## config.mk

```make
export PLATFORM = sky130hd
export DESIGN_NAME = riscv_load_store_trap_decoder
export DESIGN_NICKNAME = d
export VERILOG_FILES = /design/src/hw/rtl/rlstd_pkg.sv /design/src/hw/rtl/rlstd_decode.sv /design/src/hw/rtl/rlstd_extend.sv /design/src/hw/rtl/rlstd_result.sv /design/src/hw/rtl/riscv_load_store_trap_decoder.sv
export SDC_FILE = /design/constraint.sdc
export NUM_CORES = 1
export LEC_CHECK = 0
export ABC_AREA = 0
export BUFFER_PORTS_ARGS = -buffer_cell sky130_fd_sc_hd__buf_2
export CAP_MARGIN = 10
export CORE_AREA = 2 2 217 219
export DETAILED_ROUTE_END_ITERATION = 10
export DIE_AREA = 0 0 219 221
export GPL_TIMING_DRIVEN = 0
export PLACE_DENSITY_LB_ADDON = 0.15
export SYNTH_ARGS = -nofsm -noshare
export SYNTH_HDL_FRONTEND = slang
export SYNTH_SLANG_ARGS = --single-unit
```

## constraint.sdc

```tcl
create_clock -name i_clk -period 35.8 [get_ports i_clk]
set_input_delay 7.16 -clock i_clk [delete_from_list [all_inputs] [get_ports i_clk]]
set_output_delay 7.16 -clock i_clk [all_outputs]
set_load 0.05 [all_outputs]
```

## src/hw/rtl/rlstd_pkg.sv

```systemverilog
// ----------------------------------------------------------------------------
// rlstd_pkg
// Shared types, status codes and opcode match values for the trapped
// load/store decoder.
// ----------------------------------------------------------------------------
package rlstd_pkg;

    localparam int XLEN_DEF  = 64;

    localparam int S_TDATA_W = 264;
    localparam int S_TUSER_W = 1;
    localparam int M_TDATA_W = 208;
    localparam int M_TUSER_W = 2;

    typedef enum logic [1:0] {
        ST_OK          = 2'd0,
        ST_FETCH_FAULT = 2'd1,
        ST_UNSUPPORTED = 2'd2,
        ST_ACCESS_ERR  = 2'd3
    } t_status;

    localparam logic [3:0] LEN_NONE = 4'd0;
    localparam logic [3:0] LEN_B    = 4'd1;
    localparam logic [3:0] LEN_H    = 4'd2;
    localparam logic [3:0] LEN_W    = 4'd4;
    localparam logic [3:0] LEN_D    = 4'd8;

    localparam logic [2:0] ILEN_C   = 3'd2;
    localparam logic [2:0] ILEN_I   = 3'd4;

    localparam logic [15:0] MASK_I  = 16'h707f;
    localparam logic [15:0] MASK_C  = 16'he003;

    localparam logic [15:0] OP_LB    = 16'h0003;
    localparam logic [15:0] OP_LH    = 16'h1003;
    localparam logic [15:0] OP_LW    = 16'h2003;
    localparam logic [15:0] OP_LD    = 16'h3003;
    localparam logic [15:0] OP_LBU   = 16'h4003;
    localparam logic [15:0] OP_LHU   = 16'h5003;
    localparam logic [15:0] OP_LWU   = 16'h6003;
    localparam logic [15:0] OP_SB    = 16'h0023;
    localparam logic [15:0] OP_SH    = 16'h1023;
    localparam logic [15:0] OP_SW    = 16'h2023;
    localparam logic [15:0] OP_SD    = 16'h3023;
    localparam logic [15:0] OP_CLW   = 16'h4000;
    localparam logic [15:0] OP_CLD   = 16'h6000;
    localparam logic [15:0] OP_CLWSP = 16'h4002;
    localparam logic [15:0] OP_CLDSP = 16'h6002;
    localparam logic [15:0] OP_CSW   = 16'hc000;
    localparam logic [15:0] OP_CSD   = 16'he000;
    localparam logic [15:0] OP_CSWSP = 16'hc002;
    localparam logic [15:0] OP_CSDSP = 16'he002;

    typedef struct packed {
        t_status     status;
        logic [3:0]  access_len;
        logic        sgn;
        logic [4:0]  reg_index;
        logic        is_store;
        logic [2:0]  inst_len;
    } t_ctl;

endpackage

```

## src/hw/rtl/rlstd_decode.sv

```systemverilog
// ----------------------------------------------------------------------------
// rlstd_decode
// First stage: select the instruction word, decode the load or store form
// and resolve the status.
// ----------------------------------------------------------------------------
module rlstd_decode #(
    parameter int XLEN = rlstd_pkg::XLEN_DEF
) (
    input  logic              i_clk,
    input  logic              i_rst_n,
    input  logic              i_valid,
    output logic              o_ready,
    input  logic              i_command,
    input  logic [31:0]       i_trap_inst,
    input  logic [31:0]       i_fetched_inst,
    input  logic              i_fetch_fault,
    input  logic [63:0]       i_fault_pc,
    input  logic [63:0]       i_access_address,
    input  logic [63:0]       i_load_data,
    input  logic              i_access_error,
    output logic              o_valid,
    input  logic              i_ready,
    output rlstd_pkg::t_ctl   o_ctl,
    output logic [XLEN-1:0]   o_pc,
    output logic [XLEN-1:0]   o_addr,
    output logic [XLEN-1:0]   o_data
);

    localparam bit Rv64Forms = (XLEN >= 64);

    logic              r_valid;
    rlstd_pkg::t_ctl   r_ctl;
    rlstd_pkg::t_ctl   n_ctl;
    logic [XLEN-1:0]   r_pc;
    logic [XLEN-1:0]   r_addr;
    logic [XLEN-1:0]   r_data;

    logic [31:0]       w;
    logic [15:0]       f32;
    logic [15:0]       f16;
    logic [4:0]        rd;
    logic [4:0]        rs2;
    logic [4:0]        rs2s;
    logic [4:0]        rs2c;
    logic              ffault;

    assign o_ready = !r_valid || i_ready;

    always_comb begin
        n_ctl = '0;
        if (i_trap_inst[0]) begin
            w              = i_trap_inst | 32'h3;
            n_ctl.inst_len = i_trap_inst[1] ? rlstd_pkg::ILEN_I : rlstd_pkg::ILEN_C;
        end else begin
            w              = i_fetched_inst;
            n_ctl.inst_len = (i_fetched_inst[1:0] == 2'b11) ? rlstd_pkg::ILEN_I
                                                            : rlstd_pkg::ILEN_C;
        end
        ffault = !i_trap_inst[0] && i_fetch_fault;
        f32    = w[15:0] & rlstd_pkg::MASK_I;
        f16    = w[15:0] & rlstd_pkg::MASK_C;
        rd     = w[11:7];
        rs2    = w[24:20];
        rs2s   = {2'b01, w[4:2]};
        rs2c   = w[6:2];
        n_ctl.is_store = i_command;

        if (!i_command) begin
            unique case (f32)
                rlstd_pkg::OP_LW: begin
                    n_ctl.access_len = rlstd_pkg::LEN_W; n_ctl.sgn = 1'b1; n_ctl.reg_index = rd;
                end
                rlstd_pkg::OP_LD: begin
                    if (Rv64Forms) begin
                        n_ctl.access_len = rlstd_pkg::LEN_D; n_ctl.sgn = 1'b1;
                        n_ctl.reg_index = rd;
                    end
                end
                rlstd_pkg::OP_LWU: begin
                    if (Rv64Forms) begin
                        n_ctl.access_len = rlstd_pkg::LEN_W; n_ctl.reg_index = rd;
                    end
                end
                rlstd_pkg::OP_LH: begin
                    n_ctl.access_len = rlstd_pkg::LEN_H; n_ctl.sgn = 1'b1; n_ctl.reg_index = rd;
                end
                rlstd_pkg::OP_LHU: begin
                    n_ctl.access_len = rlstd_pkg::LEN_H; n_ctl.reg_index = rd;
                end
                rlstd_pkg::OP_LB: begin
                    n_ctl.access_len = rlstd_pkg::LEN_B; n_ctl.sgn = 1'b1; n_ctl.reg_index = rd;
                end
                rlstd_pkg::OP_LBU: begin
                    n_ctl.access_len = rlstd_pkg::LEN_B; n_ctl.reg_index = rd;
                end
                default: ;
            endcase
            unique case (f16)
                rlstd_pkg::OP_CLD: begin
                    if (Rv64Forms) begin
                        n_ctl.access_len = rlstd_pkg::LEN_D; n_ctl.sgn = 1'b1;
                        n_ctl.reg_index = rs2s;
                    end
                end
                rlstd_pkg::OP_CLDSP: begin
                    if (Rv64Forms && rd != 5'd0) begin
                        n_ctl.access_len = rlstd_pkg::LEN_D; n_ctl.sgn = 1'b1;
                        n_ctl.reg_index = rd;
                    end
                end
                rlstd_pkg::OP_CLW: begin
                    n_ctl.access_len = rlstd_pkg::LEN_W; n_ctl.sgn = 1'b1;
                    n_ctl.reg_index = rs2s;
                end
                rlstd_pkg::OP_CLWSP: begin
                    if (rd != 5'd0) begin
                        n_ctl.access_len = rlstd_pkg::LEN_W; n_ctl.sgn = 1'b1;
                        n_ctl.reg_index = rd;
                    end
                end
                default: ;
            endcase
        end else begin
            unique case (f32)
                rlstd_pkg::OP_SW: begin
                    n_ctl.access_len = rlstd_pkg::LEN_W; n_ctl.reg_index = rs2;
                end
                rlstd_pkg::OP_SD: begin
                    if (Rv64Forms) begin
                        n_ctl.access_len = rlstd_pkg::LEN_D; n_ctl.reg_index = rs2;
                    end
                end
                rlstd_pkg::OP_SH: begin
                    n_ctl.access_len = rlstd_pkg::LEN_H; n_ctl.reg_index = rs2;
                end
                rlstd_pkg::OP_SB: begin
                    n_ctl.access_len = rlstd_pkg::LEN_B; n_ctl.reg_index = rs2;
                end
                default: ;
            endcase
            unique case (f16)
                rlstd_pkg::OP_CSD: begin
                    if (Rv64Forms) begin
                        n_ctl.access_len = rlstd_pkg::LEN_D; n_ctl.reg_index = rs2s;
                    end
                end
                rlstd_pkg::OP_CSDSP: begin
                    if (Rv64Forms && rd != 5'd0) begin
                        n_ctl.access_len = rlstd_pkg::LEN_D; n_ctl.reg_index = rs2c;
                    end
                end
                rlstd_pkg::OP_CSW: begin
                    n_ctl.access_len = rlstd_pkg::LEN_W; n_ctl.reg_index = rs2s;
                end
                rlstd_pkg::OP_CSWSP: begin
                    if (rd != 5'd0) begin
                        n_ctl.access_len = rlstd_pkg::LEN_W; n_ctl.reg_index = rs2c;
                    end
                end
                default: ;
            endcase
        end

        if (ffault) begin
            n_ctl.status     = rlstd_pkg::ST_FETCH_FAULT;
            n_ctl.inst_len   = rlstd_pkg::ILEN_I;
            n_ctl.access_len = rlstd_pkg::LEN_NONE;
            n_ctl.reg_index  = 5'd0;
        end else if (n_ctl.access_len == rlstd_pkg::LEN_NONE) begin
            n_ctl.status     = rlstd_pkg::ST_UNSUPPORTED;
            n_ctl.reg_index  = 5'd0;
        end else if (i_access_error) begin
            n_ctl.status     = rlstd_pkg::ST_ACCESS_ERR;
        end else begin
            n_ctl.status     = rlstd_pkg::ST_OK;
        end
    end

    always_ff @(posedge i_clk) begin
        if (!i_rst_n) begin
            r_valid <= 1'b0;
        end else if (o_ready) begin
            r_valid <= i_valid;
        end
    end

    always_ff @(posedge i_clk) begin
        if (o_ready && i_valid) begin
            r_ctl  <= n_ctl;
            r_pc   <= i_fault_pc[XLEN-1:0];
            r_addr <= i_access_address[XLEN-1:0];
            r_data <= i_load_data[XLEN-1:0];
        end
    end

    assign o_valid = r_valid;
    assign o_ctl   = r_ctl;
    assign o_pc    = r_pc;
    assign o_addr  = r_addr;
    assign o_data  = r_data;

endmodule

```

## src/hw/rtl/rlstd_extend.sv

```systemverilog
// ----------------------------------------------------------------------------
// rlstd_extend
// Second stage: sign or zero extend the load bytes and form the next pc.
// ----------------------------------------------------------------------------
module rlstd_extend #(
    parameter int XLEN = rlstd_pkg::XLEN_DEF
) (
    input  logic              i_clk,
    input  logic              i_rst_n,
    input  logic              i_valid,
    output logic              o_ready,
    input  rlstd_pkg::t_ctl   i_ctl,
    input  logic [XLEN-1:0]   i_pc,
    input  logic [XLEN-1:0]   i_addr,
    input  logic [XLEN-1:0]   i_data,
    output logic              o_valid,
    input  logic              i_ready,
    output rlstd_pkg::t_ctl   o_ctl,
    output logic [XLEN-1:0]   o_pc,
    output logic [XLEN-1:0]   o_pc_next,
    output logic [XLEN-1:0]   o_addr,
    output logic [XLEN-1:0]   o_ext
);

    logic              r_valid;
    rlstd_pkg::t_ctl   r_ctl;
    logic [XLEN-1:0]   r_pc;
    logic [XLEN-1:0]   r_pc_next;
    logic [XLEN-1:0]   r_addr;
    logic [XLEN-1:0]   r_ext;
    logic [XLEN-1:0]   n_ext;

    assign o_ready = !r_valid || i_ready;

    always_comb begin
        case (i_ctl.access_len)
            rlstd_pkg::LEN_B: n_ext = i_ctl.sgn ? XLEN'($signed(i_data[7:0]))
                                                : XLEN'(i_data[7:0]);
            rlstd_pkg::LEN_H: n_ext = i_ctl.sgn ? XLEN'($signed(i_data[15:0]))
                                                : XLEN'(i_data[15:0]);
            rlstd_pkg::LEN_W: n_ext = i_ctl.sgn ? XLEN'($signed(i_data[31:0]))
                                                : XLEN'(i_data[31:0]);
            default:          n_ext = i_data;
        endcase
    end

    always_ff @(posedge i_clk) begin
        if (!i_rst_n) begin
            r_valid <= 1'b0;
        end else if (o_ready) begin
            r_valid <= i_valid;
        end
    end

    always_ff @(posedge i_clk) begin
        if (o_ready && i_valid) begin
            r_ctl     <= i_ctl;
            r_pc      <= i_pc;
            r_pc_next <= i_pc + XLEN'(i_ctl.inst_len);
            r_addr    <= i_addr;
            r_ext     <= n_ext;
        end
    end

    assign o_valid   = r_valid;
    assign o_ctl     = r_ctl;
    assign o_pc      = r_pc;
    assign o_pc_next = r_pc_next;
    assign o_addr    = r_addr;
    assign o_ext     = r_ext;

endmodule

```

## src/hw/rtl/rlstd_result.sv

```systemverilog
// ----------------------------------------------------------------------------
// rlstd_result
// Third stage: gate the result fields by status and hold the output request.
// ----------------------------------------------------------------------------
module rlstd_result #(
    parameter int XLEN = rlstd_pkg::XLEN_DEF
) (
    input  logic                i_clk,
    input  logic                i_rst_n,
    input  logic                i_valid,
    output logic                o_ready,
    input  rlstd_pkg::t_ctl     i_ctl,
    input  logic [XLEN-1:0]     i_pc,
    input  logic [XLEN-1:0]     i_pc_next,
    input  logic [XLEN-1:0]     i_addr,
    input  logic [XLEN-1:0]     i_ext,
    output logic                o_valid,
    input  logic                i_ready,
    output rlstd_pkg::t_status  o_status,
    output logic [3:0]          o_access_len,
    output logic [XLEN-1:0]     o_address_out,
    output logic [4:0]          o_reg_index,
    output logic                o_reg_write,
    output logic [XLEN-1:0]     o_write_value,
    output logic [XLEN-1:0]     o_next_pc,
    output logic [2:0]          o_inst_len
);

    logic                r_valid;
    rlstd_pkg::t_status  r_status;
    logic [3:0]          r_access_len;
    logic [XLEN-1:0]     r_address_out;
    logic [4:0]          r_reg_index;
    logic                r_reg_write;
    logic [XLEN-1:0]     r_write_value;
    logic [XLEN-1:0]     r_next_pc;
    logic [2:0]          r_inst_len;

    logic                ok;
    logic                decoded;
    logic                n_reg_write;

    assign o_ready     = !r_valid || i_ready;
    assign ok          = (i_ctl.status == rlstd_pkg::ST_OK);
    assign decoded     = (i_ctl.access_len != rlstd_pkg::LEN_NONE);
    assign n_reg_write = ok && !i_ctl.is_store;

    always_ff @(posedge i_clk) begin
        if (!i_rst_n) begin
            r_valid <= 1'b0;
        end else if (o_ready) begin
            r_valid <= i_valid;
        end
    end

    always_ff @(posedge i_clk) begin
        if (o_ready && i_valid) begin
            r_status      <= i_ctl.status;
            r_access_len  <= i_ctl.access_len;
            r_address_out <= decoded ? i_addr : '0;
            r_reg_index   <= i_ctl.reg_index;
            r_reg_write   <= n_reg_write;
            r_write_value <= n_reg_write ? i_ext : '0;
            r_next_pc     <= ok ? i_pc_next : i_pc;
            r_inst_len    <= i_ctl.inst_len;
        end
    end

    assign o_valid       = r_valid;
    assign o_status      = r_status;
    assign o_access_len  = r_access_len;
    assign o_address_out = r_address_out;
    assign o_reg_index   = r_reg_index;
    assign o_reg_write   = r_reg_write;
    assign o_write_value = r_write_value;
    assign o_next_pc     = r_next_pc;
    assign o_inst_len    = r_inst_len;

endmodule

```

## src/hw/rtl/riscv_load_store_trap_decoder.sv

```systemverilog
// ----------------------------------------------------------------------------
// riscv_load_store_trap_decoder
// Stages: decode, extend and result register, in order from input to output.
// Throughput: one request per cycle unless the output side stalls;
//   each stage advances independently.
// Reset: synchronous active-low reset clears the stage valid bits only.
// ----------------------------------------------------------------------------
module riscv_load_store_trap_decoder #(
    parameter int XLEN = rlstd_pkg::XLEN_DEF
) (
    input  logic                            i_clk,
    input  logic                            i_rst_n,
    input  logic                            s_axis_tvalid,
    output logic                            s_axis_tready,
    // trap_inst, fetched_inst, fetch_fault, fault_pc, access_address,
    // load_data, access_error, zero pad
    input  logic [rlstd_pkg::S_TDATA_W-1:0] s_axis_tdata,
    // command
    input  logic [rlstd_pkg::S_TUSER_W-1:0] s_axis_tuser,
    output logic                            m_axis_tvalid,
    input  logic                            m_axis_tready,
    // access_len, address_out, reg_index, reg_write, write_value, next_pc,
    // inst_len, zero pad
    output logic [rlstd_pkg::M_TDATA_W-1:0] m_axis_tdata,
    // status
    output logic [rlstd_pkg::M_TUSER_W-1:0] m_axis_tuser
);

    logic                s1_valid;
    logic                s1_ready;
    rlstd_pkg::t_ctl     s1_ctl;
    logic [XLEN-1:0]     s1_pc;
    logic [XLEN-1:0]     s1_addr;
    logic [XLEN-1:0]     s1_data;

    logic                s2_valid;
    logic                s2_ready;
    rlstd_pkg::t_ctl     s2_ctl;
    logic [XLEN-1:0]     s2_pc;
    logic [XLEN-1:0]     s2_pc_next;
    logic [XLEN-1:0]     s2_addr;
    logic [XLEN-1:0]     s2_ext;

    rlstd_pkg::t_status  res_status;
    logic [3:0]          res_access_len;
    logic [XLEN-1:0]     res_address_out;
    logic [4:0]          res_reg_index;
    logic                res_reg_write;
    logic [XLEN-1:0]     res_write_value;
    logic [XLEN-1:0]     res_next_pc;
    logic [2:0]          res_inst_len;

    rlstd_decode #(.XLEN(XLEN)) u_decode (
        .i_clk            (i_clk),
        .i_rst_n          (i_rst_n),
        .i_valid          (s_axis_tvalid),
        .o_ready          (s_axis_tready),
        .i_command        (s_axis_tuser[0]),
        .i_trap_inst      (s_axis_tdata[31:0]),
        .i_fetched_inst   (s_axis_tdata[63:32]),
        .i_fetch_fault    (s_axis_tdata[64]),
        .i_fault_pc       (s_axis_tdata[128:65]),
        .i_access_address (s_axis_tdata[192:129]),
        .i_load_data      (s_axis_tdata[256:193]),
        .i_access_error   (s_axis_tdata[257]),
        .o_valid          (s1_valid),
        .i_ready          (s1_ready),
        .o_ctl            (s1_ctl),
        .o_pc             (s1_pc),
        .o_addr           (s1_addr),
        .o_data           (s1_data)
    );

    rlstd_extend #(.XLEN(XLEN)) u_extend (
        .i_clk     (i_clk),
        .i_rst_n   (i_rst_n),
        .i_valid   (s1_valid),
        .o_ready   (s1_ready),
        .i_ctl     (s1_ctl),
        .i_pc      (s1_pc),
        .i_addr    (s1_addr),
        .i_data    (s1_data),
        .o_valid   (s2_valid),
        .i_ready   (s2_ready),
        .o_ctl     (s2_ctl),
        .o_pc      (s2_pc),
        .o_pc_next (s2_pc_next),
        .o_addr    (s2_addr),
        .o_ext     (s2_ext)
    );

    rlstd_result #(.XLEN(XLEN)) u_result (
        .i_clk         (i_clk),
        .i_rst_n       (i_rst_n),
        .i_valid       (s2_valid),
        .o_ready       (s2_ready),
        .i_ctl         (s2_ctl),
        .i_pc          (s2_pc),
        .i_pc_next     (s2_pc_next),
        .i_addr        (s2_addr),
        .i_ext         (s2_ext),
        .o_valid       (m_axis_tvalid),
        .i_ready       (m_axis_tready),
        .o_status      (res_status),
        .o_access_len  (res_access_len),
        .o_address_out (res_address_out),
        .o_reg_index   (res_reg_index),
        .o_reg_write   (res_reg_write),
        .o_write_value (res_write_value),
        .o_next_pc     (res_next_pc),
        .o_inst_len    (res_inst_len)
    );

    assign m_axis_tdata = {3'b000,
                           res_inst_len,
                           64'(res_next_pc),
                           64'(res_write_value),
                           res_reg_write,
                           res_reg_index,
                           64'(res_address_out),
                           res_access_len};
    assign m_axis_tuser = res_status;

    a_reset_empty: assert property (@(posedge i_clk)
        !i_rst_n |=> !m_axis_tvalid)
        else $error("output request present after reset");

    a_stall_chain: assert property (@(posedge i_clk) disable iff (!i_rst_n)
        !s_axis_tready |-> (m_axis_tvalid && !m_axis_tready))
        else $error("input stalled while output side is free");

    a_write_only_ok: assert property (@(posedge i_clk) disable iff (!i_rst_n)
        (m_axis_tvalid && m_axis_tdata[73]) |-> (m_axis_tuser == rlstd_pkg::ST_OK))
        else $error("register write on a failed request");

    a_undecoded_empty: assert property (@(posedge i_clk) disable iff (!i_rst_n)
        (m_axis_tvalid && (m_axis_tuser == rlstd_pkg::ST_FETCH_FAULT ||
                           m_axis_tuser == rlstd_pkg::ST_UNSUPPORTED))
        |-> (m_axis_tdata[3:0] == rlstd_pkg::LEN_NONE && m_axis_tdata[72:68] == 5'd0))
        else $error("undecoded request carries access fields");

endmodule
```

# Word level (Yosys, flattened, before mapping)
# Index checks and enable logic that the tools add are counted.
[word_totals] inputBits=269 regBits=689 elab_cells=105 out_inout_bits=212
[op_classes] n_addsub=1 n_eq_ne=23 muxes=26 n_reduce_logical=26
[op_table] cell="$mux 64" count=4
[op_table] cell="$pmux 64 s3" count=1
[op_table] cell="$add 64x3->64" count=1
[op_table] cell="$pmux 4 s4" count=3
[op_table] cell="$eq 10x9->1 const B" count=4
[op_table] cell="$pmux 10 s4" count=1
[op_table] cell="$eq 10x10->1 const B" count=3
[op_table] cell="$mux 25" count=1
[op_table] cell="$eq 10x8->1 const B" count=2
[op_table] cell="$eq 5x4->1 const B" count=4
[op_table] cell="$eq 5x5->1 const B" count=4
[op_table] cell="$mux 10" count=2
[op_table] cell="$mux 5" count=4
[op_table] cell="$mux 4" count=3
[op_table] cell="$reduce_or 2->1" count=6
[op_table] cell="$eq 10x2->1 const B" count=1
[op_table] cell="$eq 10x6->1 const B" count=1
[op_table] cell="$pmux 5 s2" count=1
[op_table] cell="$mux 3" count=3
[op_table] cell="$reduce_or 4->1" count=2
[op_table] cell="$reduce_or 7->1" count=1
[op_table] cell="$logic_and 1x1->1" count=5
[op_table] cell="$logic_not 1->1" count=5
[op_table] cell="$reduce_bool 5->1" count=1
[op_table] cell="other kinds (10)" count=13

# Depth between registers and ports, before layout
# Gate-level depths: netlist of the first run.
[depth] ltp_word=9 mapped_depth=8 ltp_nobuf=8

# Modules after synthesis
# A second synthesis of the first run with hierarchy kept.
[hier_totals] cells_unflattened=1376 area_unflattened_um2=25261.7
[by_module_without_submodules] module="rlstd_extend" cells_per_inst=605 seq_area_each_um2=8187.9 instances=1 area_per_inst_um2=10152.2
[by_module_without_submodules] module="rlstd_result" cells_per_inst=426 seq_area_each_um2=6236.0 instances=1 area_per_inst_um2=7950.1
[by_module_without_submodules] module="rlstd_decode" cells_per_inst=340 seq_area_each_um2=6236.0 instances=1 area_per_inst_um2=7125.6
[by_module_without_submodules] module="riscv_load_store_trap_decoder" cells_per_inst=5 seq_area_each_um2=0.0 instances=1 area_per_inst_um2=33.8

# Least setup slack after synthesis of the first run
# OpenSTA, ideal clock, no wires.
[synth_timing] path_kind="input to register" start="in m_axis_tready" end="reg u_extend.r_addr[0], in the netlist u_extend.o_addr[0], enable pin" path_slack_ns=7.887 path_stages=2 required_time_ns=34.489 t_arrival_ns=26.602 setup_ns=1.311 n_path_buf=0 path_cell_list="nor2b_1 -> a21boi_0"
[synth_via] elab_chain_cells=3
[synth_lines] element="start, declared" line_no="riscv_load_store_trap_decoder.sv:21" text="input logic m_axis_tready,"
[synth_lines] element="$logic_or 1x1->1" line_no="rlstd_result.sv:43" text="assign o_ready = !r_valid || i_ready;"
[synth_lines] element="$logic_or 1x1->1" line_no="rlstd_extend.sv:33" text="assign o_ready = !r_valid || i_ready;"
[synth_lines] element="$logic_and 1x1->1" line_no="rlstd_extend.sv:56" text="if (o_ready && i_valid) begin"
[synth_lines] element="end signal, assigned" line_no="rlstd_extend.sv:60" text="r_addr <= i_addr;"
[synth_lines] element="end, declared" line_no="rlstd_extend.sv:29" text="logic [XLEN-1:0] r_addr;"
# No other way between the ends.
# A chain may end at the register's enable or synchronous reset.

# Worst setup path after layout of the first run
[layout_timing] start="in m_axis_tready" end="out s_axis_tready"
[layout_via] elab_chain_cells=3
[layout_lines] element="$logic_or 1x1->1" line_no="rlstd_result.sv:43"
[layout_lines] element="$logic_or 1x1->1" line_no="rlstd_extend.sv:33"
[layout_lines] element="$logic_or 1x1->1" line_no="rlstd_decode.sv:47" text="assign o_ready = !r_valid || i_ready;"
[layout_lines] element="end, declared" line_no="riscv_load_store_trap_decoder.sv:14" text="output logic s_axis_tready,"
# No other way between the ends.

==> qor.yml, run 1 <==
slew_viol_final: 0
hold_path_depth: 0
cts-root-buf: "clkbuf_16"
hold_violations: 0
cts_tree: "built"
critPathRequiredTime_ns: 28.64
vias_per_cell: 5.120
grt_max_degree: 34
reg2reg_depth: 7
slew_headroom_pct: 23.69
path_cells: "buf_2 > nor2b_1 > nand3_1 > buf_2"
ys_async_sr_fraction_pct: 0
synth_common_cells: "682 x edfxtp_1, 95 x nand2_1, 75 x nor2b_1"
fin_crit_sh_pct: 43.17
dr.pass1.iters: 4
cp_top_family: "simple AND/OR/NAND/NOR gates"
netlist_instances: 1354
p_per_area_mw_per_mm2: 56.57
synth_top_cell_by_area: "edfxtp_1"
ys.flop_type: "edfxtp_1"
yosysWarnings: 0
dieArea_sq_mm: 0.04840
placedInstanceArea_sq_mm: 0.02860
finalWirelength_mm: 49.72
seq_area_sq_mm: 0.02054
grt_overflow: 0
drt_iter0_drc: 883
synth_cell_types: 61
fmax_mhz: 64.71
ctsLongestPathBuffers: 3
synth.top_cell.area_share_pct: 82.02
setup_violations: 0
start_kind: "input pin"
cap_violations: 0
port_buffers: 446
antenna_found_initial: 16
clk_latency_ns: 0.58
whs_ns: 0.4131
vias: 13140
hold_class: "reg -> reg"
synth_most_common_cell: "edfxtp_1"
start_util_pct: 54.21
htreeDepth: 3
syn_area_sq_mm: 0.02497
layout-drive-gt1-share_pct: 34.03
path_common_cell: "buf_2"
rrSetupSlack_ns: 32.33
die_h_um: 221
cts_setup_buffers: 0
r2r_start: "u_decode.o_ctl[2]$_SDFFCE_PP1P_"
period_minus_slack_ns: 15.45
vdd.ir_drop.worst_v: 0.00004269
power_leakage_nw: 11.39
rows: 79
fill_cells: 3157
power_mw: 1.740
seq_area_frac_synth_pct: 82.26
nets: 2174
dp_hpwl_mm: 35.27
cp_slowest_cell: "nor2b_1"
core-area_sq_mm: 0.04606
cts_sinks: 685
synth_edf_count: 682
crit_arrival_ns: 8.29
cp.depth: 4
cpPeakStageDelay_ns: 0.58
grt_util_all_layers_pct: 20.68
place_congestion: 0.8686
syn2layout_area_growth_pct: 23.16
path_buf_inv: 2
hold_buffers: 0
tns_ns: 0
worst_pin_slew_ns: 1.142
crit_fanout: 6
cts_made_buffers: 69
ant_nets: 0
outcome: "finished clean"
ios: 481
multi_input_area_sq_mm: 0.004175
path_class: "in -> out"
min_from: "u_decode.o_ctl[8]$_SDFFCE_PP0P_"
drc: 0
ys_ff_latch: 685
wl_per_cell_um: 19.37
grt_pass1_vias: 13370
clk_pin_slew_ns: 0.06
r2r_end: "u_extend.o_pc_next[40]$_DFFE_PP_"
die_w_um: 219
fin_skew_ns: 0.02324
end_kind: "output port"
cts_resized: 0
avgSynthCellArea_sq_um: 18.44
synth.top_cells.by_area: "edfxtp_1 82%, mux2_2 3.2%, nor2b_1 1.9%, and2_1 1.7%, nand2_1 1.4%"
rsz0062_at_grt: "no"
grt_pass1_wl_mm: 74.93
whs_endpoint: "u_extend.o_ctl[8]$_DFFE_PP_"
design_area_sq_mm: 0.03075
## metal layers
metal | wire (um) | GRT usage (%) | vias up
li1 | - | - | 6228
met1 | 18720 | 24.50 | 6382
met2 | 25560 | 35.37 | 428
met3 | 3798 | 5.828 | 94
met4 | 1581 | 8.806 | 12
met5 | 59 | 0 | -
## power by group
group / internal [mW] / switching [mW]
clock: 0.394 / 0.282
combinational: 0.0397 / 0.0722
sequential: 0.936 / 0.0161
## worst max path at each step
stage                             start                            end
after floorplan           m_axis_tready   u_extend.o_addr[0]$_DFFE_PP_
after global placement    m_axis_tready  u_extend.o_addr[36]$_DFFE_PP_
after detailed placement  m_axis_tready                  s_axis_tready
after CTS                 m_axis_tready                  s_axis_tready
after global routing      m_axis_tready                  s_axis_tready
final                     m_axis_tready                  s_axis_tready
## per-stage QoR
| stage | setup WS (ns) | utilization, % | cells |
|---|---|---|---|
| after floorplan | 7.887 | - | 1357 |
| after CTS | 20.36 | 66.71 | 2558 |
| after global placement | -0.4049 | 60.73 | 2410 |
| final | 20.35 | 66.76 | 2567 |
| after detailed placement | 20.40 | 62.09 | 2438 |
| after global routing | 20.29 | 66.76 | 2567 |
## logic make-up (layout without fill, tap and decap cells)
logic type	Yosys count	after routing	synth area share, %
compound gates	70	70	2.050
xor+xnor	62	62	2.175
fa+ha+maj	3	3	0.1804
buf+inv	74	668	1.223
flops	685	685	82.26
mux	79	79	3.518
other cells	1	13	0.01502
simple gates	380	380	8.579
## state kept, by name, indices dropped and copies added, names as in the netlist, 4 cells and up
register	cells
u_decode.o_data	64
u_result.o_address_out	64
u_result.o_write_value	64
u_extend.o_addr	64
u_decode.o_pc	64
u_extend.o_pc_next	64
u_result.o_reg_index	5
u_result.o_next_pc	64
u_extend.o_pc	63
u_extend.o_ext	64
u_decode.o_ctl	15
u_decode.o_addr	64
u_extend.o_ctl	14
u_result.o_access_len	4
## layout make-up
class                   count  area share [%]
clock inverters            30          0.7771
clock buffers              90           6.148
diodes                      9         0.07324
repair buffers            474           9.171
flip-flops and latches    685           66.79
well taps                 607           2.470
plain buffers              47          0.6632
multi-input cells         598           13.58
inverters                  27          0.3296
## layout by cell type (no fill, tap or decap), drive strengths merged, types with 6 or more instances in the layout
| master | Yosys | final |
|---|---|---|
| buf | 10 | 484 |
| nor4 | 18 | 18 |
| xor2 | 36 | 36 |
| nor2b | 75 | 75 |
| nand3 | 15 | 15 |
| inv | 27 | 28 |
| mux2 | 70 | 70 |
| a21oi | 8 | 8 |
| nor2 | 30 | 30 |
| edfxtp | 682 | 682 |
| nor3 | 32 | 32 |
| clkinv | 0 | 25 |
| a21o | 25 | 25 |
| diode | 0 | 9 |
| nand4 | 12 | 12 |
| clkbuf | 37 | 127 |
| nand2 | 95 | 95 |
| o21ai | 6 | 6 |
| and4 | 8 | 8 |
| and2 | 66 | 66 |
| mux2i | 9 | 9 |
| xnor2 | 26 | 26 |
(Power assumes the default switching activity.)
==> inputs of run 2 (changes only) <==
--- a/config.mk
+++ b/config.mk
@@ -8,9 +8,9 @@
 export ABC_AREA = 0
 export BUFFER_PORTS_ARGS = -buffer_cell sky130_fd_sc_hd__buf_2
 export CAP_MARGIN = 10
-export CORE_AREA = 2 2 217 219
+export CORE_AREA = 2 2 227 229
 export DETAILED_ROUTE_END_ITERATION = 10
-export DIE_AREA = 0 0 219 221
+export DIE_AREA = 0 0 229 231
 export GPL_TIMING_DRIVEN = 0
 export PLACE_DENSITY_LB_ADDON = 0.15
 export SYNTH_ARGS = -nofsm -noshare
==> constraint.sdc (replaced) <==
create_clock -name i_clk -period 12.9 [get_ports i_clk]
set_input_delay 2.58 -clock i_clk [delete_from_list [all_inputs] [get_ports i_clk]]
set_output_delay 2.58 -clock i_clk [all_outputs]
set_load 0.05 [all_outputs]
==> qor.yml, run 2 (synthesis gave the netlist of run 1 again) <==
outcome: "finished clean"  # unchanged
ios: 481  # unchanged
rows: 83  # was 79
critPathRequiredTime_ns: 10.32  # was 28.64 ns
clk_pin_slew_ns: 0.06  # about the same
port_buffers: 446  # unchanged
layout-drive-gt1-share_pct: 34.00  # was 34.03%
clkPwrFrac_pct: 39.5  # was 38.8%
p_int_mw: 3.845  # was 1.369 mW
grt_pass1_vias: 13100  # was 13370
cts_resized: 0  # unchanged
vdd.ir_drop.worst_v: 0.0001011  # was 0.00004269 V
cap_violations: 0  # unchanged
ant_nets: 0  # unchanged
reg2reg_depth: 8  # was 7
rrSetupSlack_ns: 9.72  # was 32.33 ns
drt_iter0_drc: 712  # was 883
r2r_start: "u_decode.o_pc[2]$_DFFE_PP_"  # was u_decode.o_ctl[2]$_SDFFCE_PP1P_
finalWirelength_mm: 49.59  # was 49.72 mm
antenna_found_initial: 13  # was 16
ctsLongestPathBuffers: 3  # unchanged
slew_viol_final: 0  # unchanged
start_kind: "input pin"  # unchanged
power_leakage_nw: 11.42  # was 11.39 nW
rsz0062_at_grt: "no"  # unchanged
vias: 13220  # was 13140
die_w_um: 229  # was 219 um
place_congestion: 0.8668  # was 0.8686
core-area_sq_mm: 0.05068  # was 0.04606 sq mm
dr.pass1.iters: 5  # was 4
fill_cells: 3821  # was 3157
grt_overflow: 0  # unchanged
p_seq_share_pct: 54.1  # was 54.7%
power_frac_comb_pct: 6.4  # about the same
grt_pass1_wl_mm: 74.41  # was 74.93 mm
setup_violations: 0  # unchanged
worst_pin_slew_ns: 1.132  # was 1.142 ns
cts_made_buffers: 70  # was 69
fin_crit_sh_pct: 48.37
fin_skew_ns: 0.02381  # was 0.02324 ns
layout_common_cells: "682 x edfxtp_1, 447 x buf_2, 95 x nand2_1"  # unchanged
cts-root-buf: "clkbuf_16"  # unchanged
whs_endpoint: "u_extend.o_ctl[7]$_DFFE_PP_"  # was u_extend.o_ctl[8]$_DFFE_PP_
end_kind: "output port"  # unchanged
dp_slack_ns: 6.649  # was 20.40 ns
layout_commonest_cell: "edfxtp_1"  # unchanged
vias_per_cell: 4.994  # was 5.120
min_from: "u_decode.o_ctl[7]$_SDFFCE_PP0P_"  # was u_decode.o_ctl[8]$_SDFFCE_PP0P_
r2r_end: "u_extend.o_pc_next[48]$_DFFE_PP_"  # was u_extend.o_pc_next[40]$_DFFE_PP_
whs_ns: 0.4093  # was 0.4131 ns
hold_class: "reg -> reg"  # unchanged
cts_tree: "built"  # unchanged
grt_util_all_layers_pct: 18.60  # was 20.68%
hold_violations: 0  # unchanged
hold_buffers: 0  # unchanged
timing.final.ws_setup_ns: 6.661  # was 20.35 ns
path_class: "in -> out"  # unchanged
die_h_um: 231  # was 221 um
syn2layout_area_growth_pct: 23.87  # was 23.16%
p_per_area_mw_per_mm2: 157.8  # was 56.57 mW/mm^2
dp_hpwl_mm: 35.34  # was 35.27 mm
slew_headroom_pct: 24.25  # was 23.69%
dieArea_sq_mm: 0.05290  # was 0.04840 sq mm
period_minus_slack_ns: 6.239
drc: 0  # unchanged
cts_sinks: 685  # unchanged
netSwitchingFraction_pct: 21.24  # was 21.28%
seq_area_sq_mm: 0.02054  # unchanged
crit_arrival_ns: 3.66  # was 8.29 ns
switchingPower_mw: 1.037  # was 0.3702 mW
clk_latency_ns: 0.59  # was 0.58 ns
fmax_mhz: 160.3
multi_input_area_sq_mm: 0.004175  # unchanged
crit_fanout: 6  # unchanged
grt_max_degree: 39  # was 34
nets: 2176  # was 2174
hold_path_depth: 0  # unchanged
cts_setup_buffers: 0  # unchanged
wl_per_cell_um: 18.73  # was 19.37 um
start_util_pct: 49.27  # was 54.21%
htreeDepth: 3  # unchanged
run 2: changes by cell type in the layout (fill, tap and decap cells not counted), sizes merged:
cell      change
bufinv        +2
clkbuf        +3
clkinv        -1
clkinvlp      +1
diode         +2
run 2: per-layer routing:
layer  wire, um  GRT usage, %
met1      19600         22.31
met2      24590         31.02
met3       3998         6.225
met4       1326         7.610
met5         73             0
run 2: power groups by stage:
stage                     Clock, mW  Combinational, mW  Sequential [mW]
final                          1.93              0.311             2.64
after global routing           2.07              0.336             2.65
after CTS                      1.98              0.315             2.64
after detailed placement          0              0.314             2.69
after global placement            0              0.287             2.72
after floorplan                   0              0.120             2.77
run 2: how the worst max path moves through the flow:
| stage | start | to | slack, ns | cells past startpoint |
|---|---|---|---|---|
| CTS | m_axis_tready | s_axis_tready | 6.66 | 4 |
| global route | m_axis_tready | s_axis_tready | 6.57 | 4 |
| global placement | m_axis_tready | u_result.o_address_out[37]$_SDFFCE_PN0P_ | -4.69 | 3 |
| detailed placement | m_axis_tready | s_axis_tready | 6.65 | 4 |
| finish | m_axis_tready | s_axis_tready | 6.66 | 4 |
| floorplan | m_axis_tready | u_result.o_access_len[0]$_DFFE_PP_ | 0.38 | 2 |
run 2: cell type report:
| class | count | area share, % |
|---|---|---|
| Tap cell | 680 | 2.751 |
| Clock inverter | 32 | 0.9669 |
| Clock buffer | 92 | 6.137 |
| Multi-Input combinational cell | 598 | 13.50 |
| Sequential cell | 685 | 66.41 |
| Antenna cell | 11 | 0.08900 |
| Timing Repair Buffer | 475 | 9.159 |
| Buffer | 47 | 0.6594 |
| Inverter | 27 | 0.3277 |
run 2: critical path: stages:
cell	delay (ns)
buf_2	0.10
nor2b_1	0.56
nand3_1	0.17
buf_2	0.25
run 2: per-stage QoR:
step                util, %  instance area [sq um]  power (mW)  instances  setup TNS [ns]
floorplan                 -                  24990       2.894       1357               0
global placement      55.39                  28070       3.010       2483        -1148.57
detailed placement    56.63                  28700       3.001       2511               0
CTS                   60.96                  30900       4.939       2635               0
global route          61.01                  30920       5.054       2643               0
finish                61.03                  30930       4.882       2647               0
